<file path="src/bba_pkg.sv">
`timescale 1ns / 1ps
`default_nettype none
// ----------------------------------------------------------------------------
// bba_pkg
// Shared types, codes and widths of the bitmap block allocator.
// ----------------------------------------------------------------------------
package bba_pkg;

    localparam int unsigned MAP_BITS_DEF  = 32768;
    localparam int unsigned WORD_BITS_DEF = 32;

    localparam int unsigned BLK_W      = 15;
    localparam int unsigned LIM_W      = 16;
    localparam int unsigned CNT_W      = 16;
    localparam int unsigned ST_W       = 2;
    localparam int unsigned CFG_IDX_W  = 2;
    localparam int unsigned CFG_DATA_W = 16;

    localparam logic MODE_ALLOC = 1'b0;
    localparam logic MODE_FREE  = 1'b1;

    localparam logic [ST_W-1:0] ST_OK       = 2'd0;
    localparam logic [ST_W-1:0] ST_NO_SPACE = 2'd1;
    localparam logic [ST_W-1:0] ST_RANGE    = 2'd2;

    localparam logic [CFG_IDX_W-1:0] CFG_FIRST = 2'd0;
    localparam logic [CFG_IDX_W-1:0] CFG_LIMIT = 2'd1;
    localparam logic [CFG_IDX_W-1:0] CFG_INIT  = 2'd2;

    typedef enum logic [1:0] {
        S_CLEAR,
        S_IDLE,
        S_ALLOC,
        S_FREE
    } t_state;

    typedef struct packed {
        logic clr_step;
        logic accept_alloc;
        logic accept_free;
        logic fail_now;
        logic scan_run;
        logic free_check;
    } t_dp_cmd;

    typedef struct packed {
        logic clr_done;
        logic scan_empty;
        logic scan_hit;
        logic scan_miss;
    } t_dp_stat;

endpackage
`default_nettype wire

</file>
<file path="src/bba_ctrl.sv">
`timescale 1ns / 1ps
`default_nettype none
// ----------------------------------------------------------------------------
// bba_ctrl
// Controller of the allocator: clear pass, request dispatch and scan control.
// ----------------------------------------------------------------------------
module bba_ctrl
    import bba_pkg::*;
(
    input  wire logic     i_clk,
    input  wire logic     i_rst_n,
    input  wire logic     i_start,
    input  wire logic     i_mode,
    input  wire t_dp_stat i_stat,
    output t_dp_cmd       o_cmd,
    output logic          o_busy
);

    t_state r_state;
    t_state n_state;

    always_ff @(posedge i_clk) begin
        if (!i_rst_n) begin
            r_state <= S_CLEAR;
        end else begin
            r_state <= n_state;
        end
    end

    always_comb begin
        n_state = r_state;
        unique case (r_state)
            S_CLEAR: begin
                if (i_stat.clr_done) begin
                    n_state = S_IDLE;
                end
            end
            S_IDLE: begin
                if (i_start) begin
                    if (i_mode == MODE_FREE) begin
                        n_state = S_FREE;
                    end else if (!i_stat.scan_empty) begin
                        n_state = S_ALLOC;
                    end
                end
            end
            S_ALLOC: begin
                if (i_stat.scan_hit || i_stat.scan_miss) begin
                    n_state = S_IDLE;
                end
            end
            S_FREE: begin
                n_state = S_IDLE;
            end
            default: n_state = S_IDLE;
        endcase
    end

    always_comb begin
        o_cmd  = '0;
        o_busy = 1'b1;
        unique case (r_state)
            S_CLEAR: begin
                o_cmd.clr_step = 1'b1;
            end
            S_IDLE: begin
                o_busy = 1'b0;
                if (i_start) begin
                    if (i_mode == MODE_FREE) begin
                        o_cmd.accept_free = 1'b1;
                    end else if (i_stat.scan_empty) begin
                        o_cmd.fail_now = 1'b1;
                    end else begin
                        o_cmd.accept_alloc = 1'b1;
                    end
                end
            end
            S_ALLOC: begin
                o_cmd.scan_run = 1'b1;
            end
            S_FREE: begin
                o_cmd.free_check = 1'b1;
            end
            default: o_busy = 1'b1;
        endcase
    end

endmodule
`default_nettype wire

</file>
<file path="config.mk">
export PLATFORM = sky130hd
export DESIGN_NAME = bba_ctrl
export DESIGN_NICKNAME = d
export VERILOG_FILES = /design/src/bba_pkg.sv /design/src/bba_ctrl.sv
export SDC_FILE = /design/constraint.sdc
export NUM_CORES = 1
export LEC_CHECK = 0
export BUFFER_PORTS_ARGS = -buffer_cell sky130_fd_sc_hd__buf_2
export CAP_MARGIN = 20
export CORE_AREA = 2 2 39 41
export DETAILED_ROUTE_END_ITERATION = 10
export DIE_AREA = 0 0 41 43
export PLACE_DENSITY = 0.32
export SYNTH_ARGS = -nofsm -noshare
export SYNTH_HDL_FRONTEND = slang
export SYNTH_SLANG_ARGS = --single-unit
</file>
<file path="constraint.sdc">
create_clock -name i_clk -period 1.6 [get_ports i_clk]
set_input_delay 0.16 -clock i_clk [delete_from_list [all_inputs] [get_ports i_clk]]
set_output_delay 0.16 -clock i_clk [all_outputs]
set_load 0.05 [all_outputs]
</file>
==> results of run 1 <==
## cells by family (layout without fill, tap and decap cells)
group / count (synthesis) / count (layout)
flops: 2 / 2
simple gates: 11 / 11
buf+inv: 1 / 18
compound gates: 5 / 5
## report_power, final
group,switching [uW],leakage [uW],internal (uW)
clock,28.9,0.0000138,82.8
sequential,5.85,0.0000165,53.5
combinational,46.4,0.000118,21.8
## how the worst min path moves through the flow
stage,from,to,slack [ns],cells after the start
2_1_floorplan,i_rst_n,r_state[1],0.28,1
3_3_place_gp,i_rst_n,r_state[1],0.41,2
3_5_place_dp,i_rst_n,r_state[1],0.41,2
4_1_cts,i_rst_n,r_state[1],0.17,2
5_1_grt,i_rst_n,r_state[1],0.18,2
6_report,i_rst_n,r_state[1],0.17,2
## cells in the final DEF, fill, tap and decap left out, drive strengths merged
cell    count
inv         1
nor3        1
nor2b       1
a21oi       2
nand3b      1
nand2b      1
o31a        1
buf        14
clkbuf      3
dfxtp       2
nor2        4
o21a        2
and2        2
nor3b       1
## per-stage QoR
stage	worst slack (ns)	cells	total power, uW	util [%]
6_report	0.177	52	239	19.7
5_1_grt	0.0809	52	261	19.7
4_1_cts	0.168	52	247	19.7
3_5_place_dp	0.410	49	128	18.1
3_3_place_gp	0.444	49	127	18.1
2_1_floorplan	0.0882	19	105	-
## final cells by class
cell class | count | area (um^2)
Fill cell | 158 | 1110
Tap cell | 16 | 20.0
Sequential cell | 2 | 40.0
Inverter | 1 | 3.75
Clock buffer | 3 | 22.5
Timing Repair Buffer | 14 | 70.1
Multi-Input combinational cell | 16 | 116
## layer usage
layer	GRT usage (%)	wire length [um]	up-vias
li1	-	-	99
met1	8.60	221	79
met2	6.88	159	17
met3	3.14	80	2
met4	6.00	8	0
met5	0	0	-
==> run metrics, run 1 <==
family with the most delay on the worst path=flip-flops; Routed Antenna Nets=0; crit-path cells=nand3b_4 -> nor3b_2 -> buf_2; Leak=0.000148 uW; r2r startpoint=r_state[0]; Overflow after GRT=0; top flop regs=r_state: 2 flops; fin crit share=89.0%; Tmin final=1.42 ns; synth top area cells=dfxtp_1 (27%), nand3b_4 (13%), nor2_1 (10%), o21a_1 (10%), and2_1 (8.3%); post-route cell area=273 um^2; Root Driver=clkbuf_4; synthesized area=150 um^2; setup_tns=0 ns; #FFs+latches synth=2; crit path launch=r_state[0]; # IOs=15; Pre-antenna DRT Iters=4; global placement routability congestion=0.595; die area=1760 um^2; crit path max fanout=6; Compound-Gate Fraction of Synth Area=22.5%; TritonCTS clock tree=built; highest clock rate=703 MHz; DRT Wirelength=470 um; Final Hold Fails=0; Setup CP Type=flop to output port; Max IR drop VDD=305 uV; initial antenna violation count=0; Final Max Slew Viols=0; simple-gate share of the synthesized area=48.3%; Post-CTS Resized=0; Reg2Reg Depth=3; Synth cell types=12; Ys Warns=0; CP bufs+invs=1; proportion of layout cells with a drive suffix above 1=55.6%; setup bufs post-CTS=0; Num Clock Sinks=2; Starting Density=10.8%; vias in the first global route=191; Setup violations, final=0; crit start category=flop; most common cell in the netlist=nor2_1; multiplexer share of the synthesized area=0%; DRC=0; clk_skew=0.000138 ns; Setup crit end=o_cmd[2]; EDFF count, synth=0; sequential area share after synthesis=26.7%; Pwr Density=877 nW/um^2; adder-cell share of the synthesized area=0%; Die Wd=41 um; Post-DP Area=250 um^2; Critical Path Max Stage Delay=0.45 ns; Syn Inst Count=19; CP Data Required Time=1.44 ns; setup slack, reg-to-reg=0.54 ns; largest net degree at the start of global routing=8; clock latency on the worst-skew pair=0.22 ns; gr usage total=6.41%; max reg flops=2; Vias=197; run status=completed; CP Capture Type=output port; slowest CP cell=dfxtp_1; arrival time of the worst setup path=1.26 ns; max_cap viols=0; Chip Height=43 um; actual slew at the worst max-slew pin=0.256 ns; Core ar.=1380 um^2; Post-Synth XOR/XNOR Area=0%; clk buf depth=2; Core Rows=14; R2R Path End=r_state[0]; Synthesized Nets=27; Iteration-0 DRC Markers=1; Port Buffers=14; WP depth=3; Wirelength per Cell=9.04 um; CTS Buf Count=3; top post-synthesis cells by count=nor2_1 (4), a21oi_1 (2), and2_1 (2), dfxtp_1 (2), o21a_1 (2); Most used DFF post-synth=dfxtp_1; area leader, netlist=dfxtp_1; unrepaired setup endpoints after global routing=no; Nets=46; Clock transition at path regs=0.03 ns; largest family of logic cells by synthesized area=simple AND/OR/NAND/NOR gates; hold buffer count at cts=0; CTS H-tree depth=1; global-route wire length before repair=690 um; Hold WS=0.173 ns; Hold Crit Class=input pin to flop; Slew HR=82.9%; FFs w/ async S/R, synth=0%; Vias/cell=3.79; Area Growth Syn to Fin=81.7%; Antenna Diode Count=0; synthesized area per cell=7.90 um^2; Detail Placement HPWL=365 um; top cell type's share of synthesized area=26.7%; Biggest register=r_state
Power figures use the tool's default switching activity.
==> run 2, diff against run 1 <==
--- a/config.mk
+++ b/config.mk
@@ -5,12 +5,12 @@
 export SDC_FILE = /design/constraint.sdc
 export NUM_CORES = 1
 export LEC_CHECK = 0
-export BUFFER_PORTS_ARGS = -buffer_cell sky130_fd_sc_hd__buf_2
 export CAP_MARGIN = 20
 export CORE_AREA = 2 2 39 41
 export DETAILED_ROUTE_END_ITERATION = 10
 export DIE_AREA = 0 0 41 43
-export PLACE_DENSITY = 0.32
+export DONT_BUFFER_PORTS = 1
+export PLACE_DENSITY = 0.3
 export SYNTH_ARGS = -nofsm -noshare
 export SYNTH_HDL_FRONTEND = slang
 export SYNTH_SLANG_ARGS = --single-unit
==> run 2 against run 1 <==
Net effect:
- total power shrank 5.1%
- sequential share of layout area grew 2.0 points
- maximum frequency grew 4.7%
- critical endpoint unchanged
- sequential power shrank 0.7%
- flip-flop and latch count is the same
- via count shrank 20%
- clock power is essentially flat
- worst hold slack lost 0.11 ns
- combinational power shrank 16%
- core utilization shrank 2.4 points
==> run metrics, run 2 (same netlist as run 1, synthesis figures left out) <==
unrepaired setup endpoints after global routing=no; clk_skew=0.00276 ns (+0.00262 ns); Leak=0.000113 uW (-24%); Hold Crit Class=input pin to flop; Port Buffers=0 (-14); internal power=154 uW (-2.8%); Num Clock Sinks=2 (unchanged); clk buf depth=2 (unchanged); Post-CTS Resized=0 (unchanged); Detail Placement HPWL=340 um (-6.9%); Iteration-0 DRC Markers=0 (-1); Core ar.=1380 um^2 (unchanged); CTS Buf Count=3 (unchanged); met1 wire length=161 um (-27%); setup bufs post-CTS=0 (unchanged); max layer used=met3; commonest non-fill, non-tap cells in the layout=buf_4 (5), nor2_1 (4), clkbuf_4 (3); global placement routability congestion=0.681 (+14%); clock latency on the worst-skew pair=0.22 ns (about the same); crit path max fanout=6 (unchanged); actual slew at the worst max-slew pin=0.522 ns (+0.266 ns); setup_tns=0 ns (unchanged); Root Driver=clkbuf_4; Critical Path Max Stage Delay=0.44 ns (about the same); Nets=37 (-20%); Slew HR=65.3% (-18 points); combinational power share=25.1% (-3.4 points); final std cells w/o fill=43 (-17%); # IOs=15 (unchanged); net load switching power=73.5 uW (-9.5%); die area=1760 um^2 (unchanged); DRT Wirelength=398 um (-15%); crit start category=flop; Wirelength per Cell=9.26 um (+2.4%); metal3 WL=84 um (+5.0%); Pwr Density=945 nW/um^2 (+7.8%); part of the power in registers=26.0% (+1.2 points); Max IR drop VDD=279 uV (-8.7%); family with the most delay on the worst path=flip-flops; Die Wd=41 um (unchanged); arrival time of the worst setup path=1.20 ns (-0.06 ns); fin crit share=85.0% (-4.0 points); CP Data Required Time=1.44 ns (about the same); clock power share=48.9% (+2.2 points); Vias/cell=3.67 (-3.0%); Routed Antenna Nets=0 (unchanged); vias in the first global route=164 (-14%); top flop regs=r_state: 2 flops; Biggest register=r_state; Overflow after GRT=0 (unchanged); crit-path cells=nand3b_4 -> nor3b_2 -> buf_4; Setup CP Type=flop to output port; overall power=227 uW (-5.1%); DRC=0 (unchanged); Setup violations, final=0 (unchanged); Clock transition at path regs=0.03 ns (about the same); initial antenna violation count=0 (unchanged); highest clock rate=735 MHz (+4.7%); proportion of layout cells with a drive suffix above 1=40.7% (-15 points); Chip Height=43 um (unchanged); Placed Cells incl. Taps=40 (-18%); max_cap viols=0 (unchanged); Area Growth Syn to Fin=60.0%; Starting Density=10.8% (unchanged); TritonCTS clock tree=built; Core Rows=14 (unchanged); Tmin final=1.36 ns (-0.0633 ns); largest net degree at the start of global routing=8 (unchanged); Pre-antenna DRT Iters=1 (-3); max reg flops=2 (unchanged); global-route wire length before repair=710 um (+2.9%); hold buffer count at cts=0 (unchanged); Antenna Diode Count=0 (unchanged); CTS H-tree depth=1 (unchanged); CP bufs+invs=1 (unchanged); CP Capture Type=output port; Final Max Slew Viols=0 (unchanged); run status=completed; met2 WL=153 um (-3.8%); Final Hold Fails=0 (unchanged); commonest non-fill, non-tap cell in the layout=buf_4; slowest CP cell=dfxtp_1; Vias=158 (-20%); gr usage total=6.91% (+0.51 points); Sw Ratio=32.4% (-1.6 points)
## run 2: cell types whose count changed in the layout (fill, tap and decap cells not counted)
cell   before  now
buf_4       0    5
buf_2      14    0
## run 2: through the flow
stage | util [%] | hold slack [ns] | cell area (um^2) | setup slack [ns]
after floorplan | - | 0.277 | 160 | 0.0882
after global placement | 15.7 | 0.290 | 218 | 0.490
after detailed placement | 15.7 | 0.291 | 218 | 0.456
after CTS | 17.4 | 0.0512 | 240 | 0.209
after global routing | 17.4 | 0.0607 | 240 | 0.151
final | 17.4 | 0.0600 | 240 | 0.240
## run 2: final timing paths
path               from         end  slack (ns)  depth (start not counted)
max reg2reg  r_state[0]  r_state[0]        0.56                          3
min reg2reg  r_state[0]  r_state[0]        0.61                          1
max          r_state[0]    o_cmd[2]        0.24                          3
min             i_rst_n  r_state[1]        0.06                          1
## run 2: power by group through the flow
stage	registers, uW	logic (uW)	clock network, uW
2_1_floorplan	58.5	47.0	0
3_3_place_gp	59.5	57.3	0
3_5_place_dp	59.7	57.8	0
4_1_cts	59.0	57.9	120
5_1_grt	59.3	61.1	130
6_report	58.9	57.1	111
## run 2: layer usage
layer / vias to the layer above / global-route usage [%]
li1: 82 / -
met1: 63 / 6.39
met2: 13 / 7.50
met3: 0 / 8.38
met4: 0 / 6.00
met5: - / 0
## run 2: area by class of cell
cell class,instances,area [um^2]
clock buffers,3,22.5
fillers,161,1140
inverters,1,3.75
multi-input cells,16,116
flip-flops and latches,2,40.0
well taps,16,20.0
repair buffers,5,37.5
==> run 3, diff against run 2 <==
--- a/config.mk
+++ b/config.mk
@@ -5,6 +5,7 @@
 export SDC_FILE = /design/constraint.sdc
 export NUM_CORES = 1
 export LEC_CHECK = 0
+export ABC_AREA = 1
 export CAP_MARGIN = 20
 export CORE_AREA = 2 2 39 41
 export DETAILED_ROUTE_END_ITERATION = 10
==> run 3 against run 2 <==
Net effect:
- clock-buffer cell count stayed put
- flip-flop and latch count stayed put
- maximum frequency is 5.1% higher
- global-route usage is 1.1 points lower
- critical path type unchanged
- critical endpoint is now o_cmd[4]
- largest power group is now combinational logic
- highest routed layer unchanged
==> run metrics, run 3 <==
clk_skew=0.00322 ns (+0.000458 ns); DRT Wirelength=428 um (+7.5%); Final Hold Fails=0 (unchanged); #FFs+latches synth=2 (unchanged); top post-synthesis cells by count=nand2_2 (5), nor2_1 (5), nand2_1 (4), inv_1 (3); Post-CTS Resized=0 (unchanged); clk buf depth=2 (unchanged); CTS Buf Count=3 (unchanged); proportion of layout cells with a drive suffix above 1=55.6% (+15 points); largest net degree at the start of global routing=5 (-3); commonest non-fill, non-tap cells in the layout=nand2_2 (5), nor2_1 (5), buf_4 (5), nand2_1 (4); Max IR drop VDD=176 uV (-37%); vias in the first global route=200 (+22%); Chip Height=43 um (unchanged); global-route wire length before repair=655 um (-7.7%); actual slew at the worst max-slew pin=0.423 ns (-0.0995 ns); CP Capture Type=output port; Tmin final=1.29 ns (-0.0660 ns); Leak=0.000143 uW (+26%); fillcell total=163 (+1.2%); Starting Density=12.7% (+1.8 points); # IOs=15 (unchanged); unrepaired setup endpoints after global routing=no; Biggest register=r_state; Critical Path Max Stage Delay=0.31 ns (-0.13 ns); arrival time of the worst setup path=1.13 ns (-0.07 ns); run status=completed; slowest CP cell=dfxtp_1; Num Clock Sinks=2 (unchanged); CTS H-tree depth=1 (unchanged); Syn Inst Count=27 (+8); Root Driver=clkbuf_4; Synthesized Nets=35 (+30%); Pre-antenna DRT Iters=2 (+1); Area Growth Syn to Fin=57.1%; crit-path cells=inv_2 -> nand2_2 -> inv_2 -> nand2_2 -> nor3_4 -> buf_12; Hold Crit Class=input pin to flop; Clock transition at path regs=0.03 ns (about the same); Most used DFF post-synth=dfxtp_1; Synth cell types=11 (-1); gr usage total=5.81% (-1.1 points); crit start category=flop; clock latency on the worst-skew pair=0.22 ns (about the same); Vias=190 (+20%); setup_tns=0 ns (unchanged); highest clock rate=773 MHz (+5.1%); Detail Placement HPWL=373 um (+10%); final worst slack=0.306 ns (+0.0660 ns); Routed Antenna Nets=0 (unchanged); Setup violations, final=0 (unchanged); Pwr Density=1100 nW/um^2 (+16%); top flop regs=r_state: 2 flops; top cell type's share of synthesized area=22.9% (-3.8 points); Core ar.=1380 um^2 (unchanged); Core Rows=14 (unchanged); Ys Warns=0 (unchanged); Die Wd=41 um (unchanged); sequential area share after synthesis=22.9% (-3.8 points); CP Data Required Time=1.44 ns (about the same); global placement routability congestion=0.511 (-25%); Wirelength per Cell=8.23 um (-11%); Final Max Slew Viols=0 (unchanged); hold buffer count at cts=0 (unchanged); EDFF count, synth=0 (unchanged); max_cap viols=0 (unchanged); Iteration-0 DRC Markers=1 (+1); TritonCTS clock tree=built; DRC=0 (unchanged); Slew HR=71.8% (+6.5 points); Place WS=0.531 ns (+0.0747 ns); max reg flops=2 (unchanged); setup bufs post-CTS=0 (unchanged); crit path max fanout=3 (-3); fin crit share=80.9% (-4.1 points); die area=1760 um^2 (unchanged); area leader, netlist=dfxtp_1; Overflow after GRT=0 (unchanged); Vias/cell=3.65 (-0.56%); initial antenna violation count=0 (unchanged); synthesized area per cell=6.49 um^2 (-18%); Setup CP Type=flop to output port; Antenna Diode Count=0 (unchanged); Port Buffers=0 (unchanged); synthesized area=175 um^2 (+17%); FFs w/ async S/R, synth=0% (unchanged); Nets=46 (+24%); synth top area cells=dfxtp_1 (23%), nand2_2 (18%), nor2_1 (11%), nor3_4 (9.3%), nand2_1 (8.6%)
[run 3: cell families after synthesis]
kind of cell | count (synthesis) | share of synthesized area, %
compound gates | 1 | 5.00
flops | 2 | 22.9
simple gates | 19 | 61.4
buf+inv | 5 | 10.7
[run 3: per-stage QoR]
| step | instances | area, um^2 | hold WS [ns] | utilization [%] | power, uW |
|---|---|---|---|---|---|
| CTS | 52 | 275 | 0.0527 | 19.9 | 313 |
| global placement | 49 | 253 | 0.288 | 18.3 | 194 |
| detailed placement | 49 | 253 | 0.292 | 18.3 | 196 |
| finish | 52 | 275 | 0.0595 | 19.9 | 302 |
| global route | 52 | 275 | 0.0642 | 19.9 | 326 |
| floorplan | 27 | 175 | 0.281 | - | 165 |
[run 3: path summary, 6_finish.rpt]
| kind | start | end | slack, ns | depth (start not counted) |
|---|---|---|---|---|
| min | i_rst_n | r_state[1] | 0.06 | 2 |
| max | r_state[1] | o_cmd[4] | 0.31 | 6 |
| min reg2reg | r_state[1] | r_state[1] | 0.50 | 2 |
| max reg2reg | r_state[1] | r_state[0] | 0.54 | 7 |
[run 3: layer usage]
metal	track usage [%]	vias to the layer above	wire length (um)
met5	0	-	0
met4	4.00	0	0
met3	5.76	0	68
met2	6.88	12	173
met1	6.07	78	186
li1	-	100	-
[run 3: final cells by class]
class | instances | area, um^2 | area share (%)
multi-input cells | 20 | 116 | 42.3
repair buffers | 6 | 57.6 | 20.9
flip-flops and latches | 2 | 40.0 | 14.5
clock buffers | 3 | 22.5 | 8.18
well taps | 16 | 20.0 | 7.27
inverters | 5 | 18.8 | 6.82
[run 3: worst max-delay path: cells and delay by family (launching register included)]
family | cells | cell delay [ns]
buf+inv | 3 | 0.31
flops | 1 | 0.31
simple gates | 3 | 0.28
[run 3: report_power, final]
part / total, uW / leakage [uW] / internal (uW) / switching [uW]
Sequential: 63.0 / 0.0000166 / 56.8 / 6.24
Combinational: 130 / 0.000112 / 37.6 / 92.7
Clock: 109 / 0.0000138 / 82.6 / 26.6
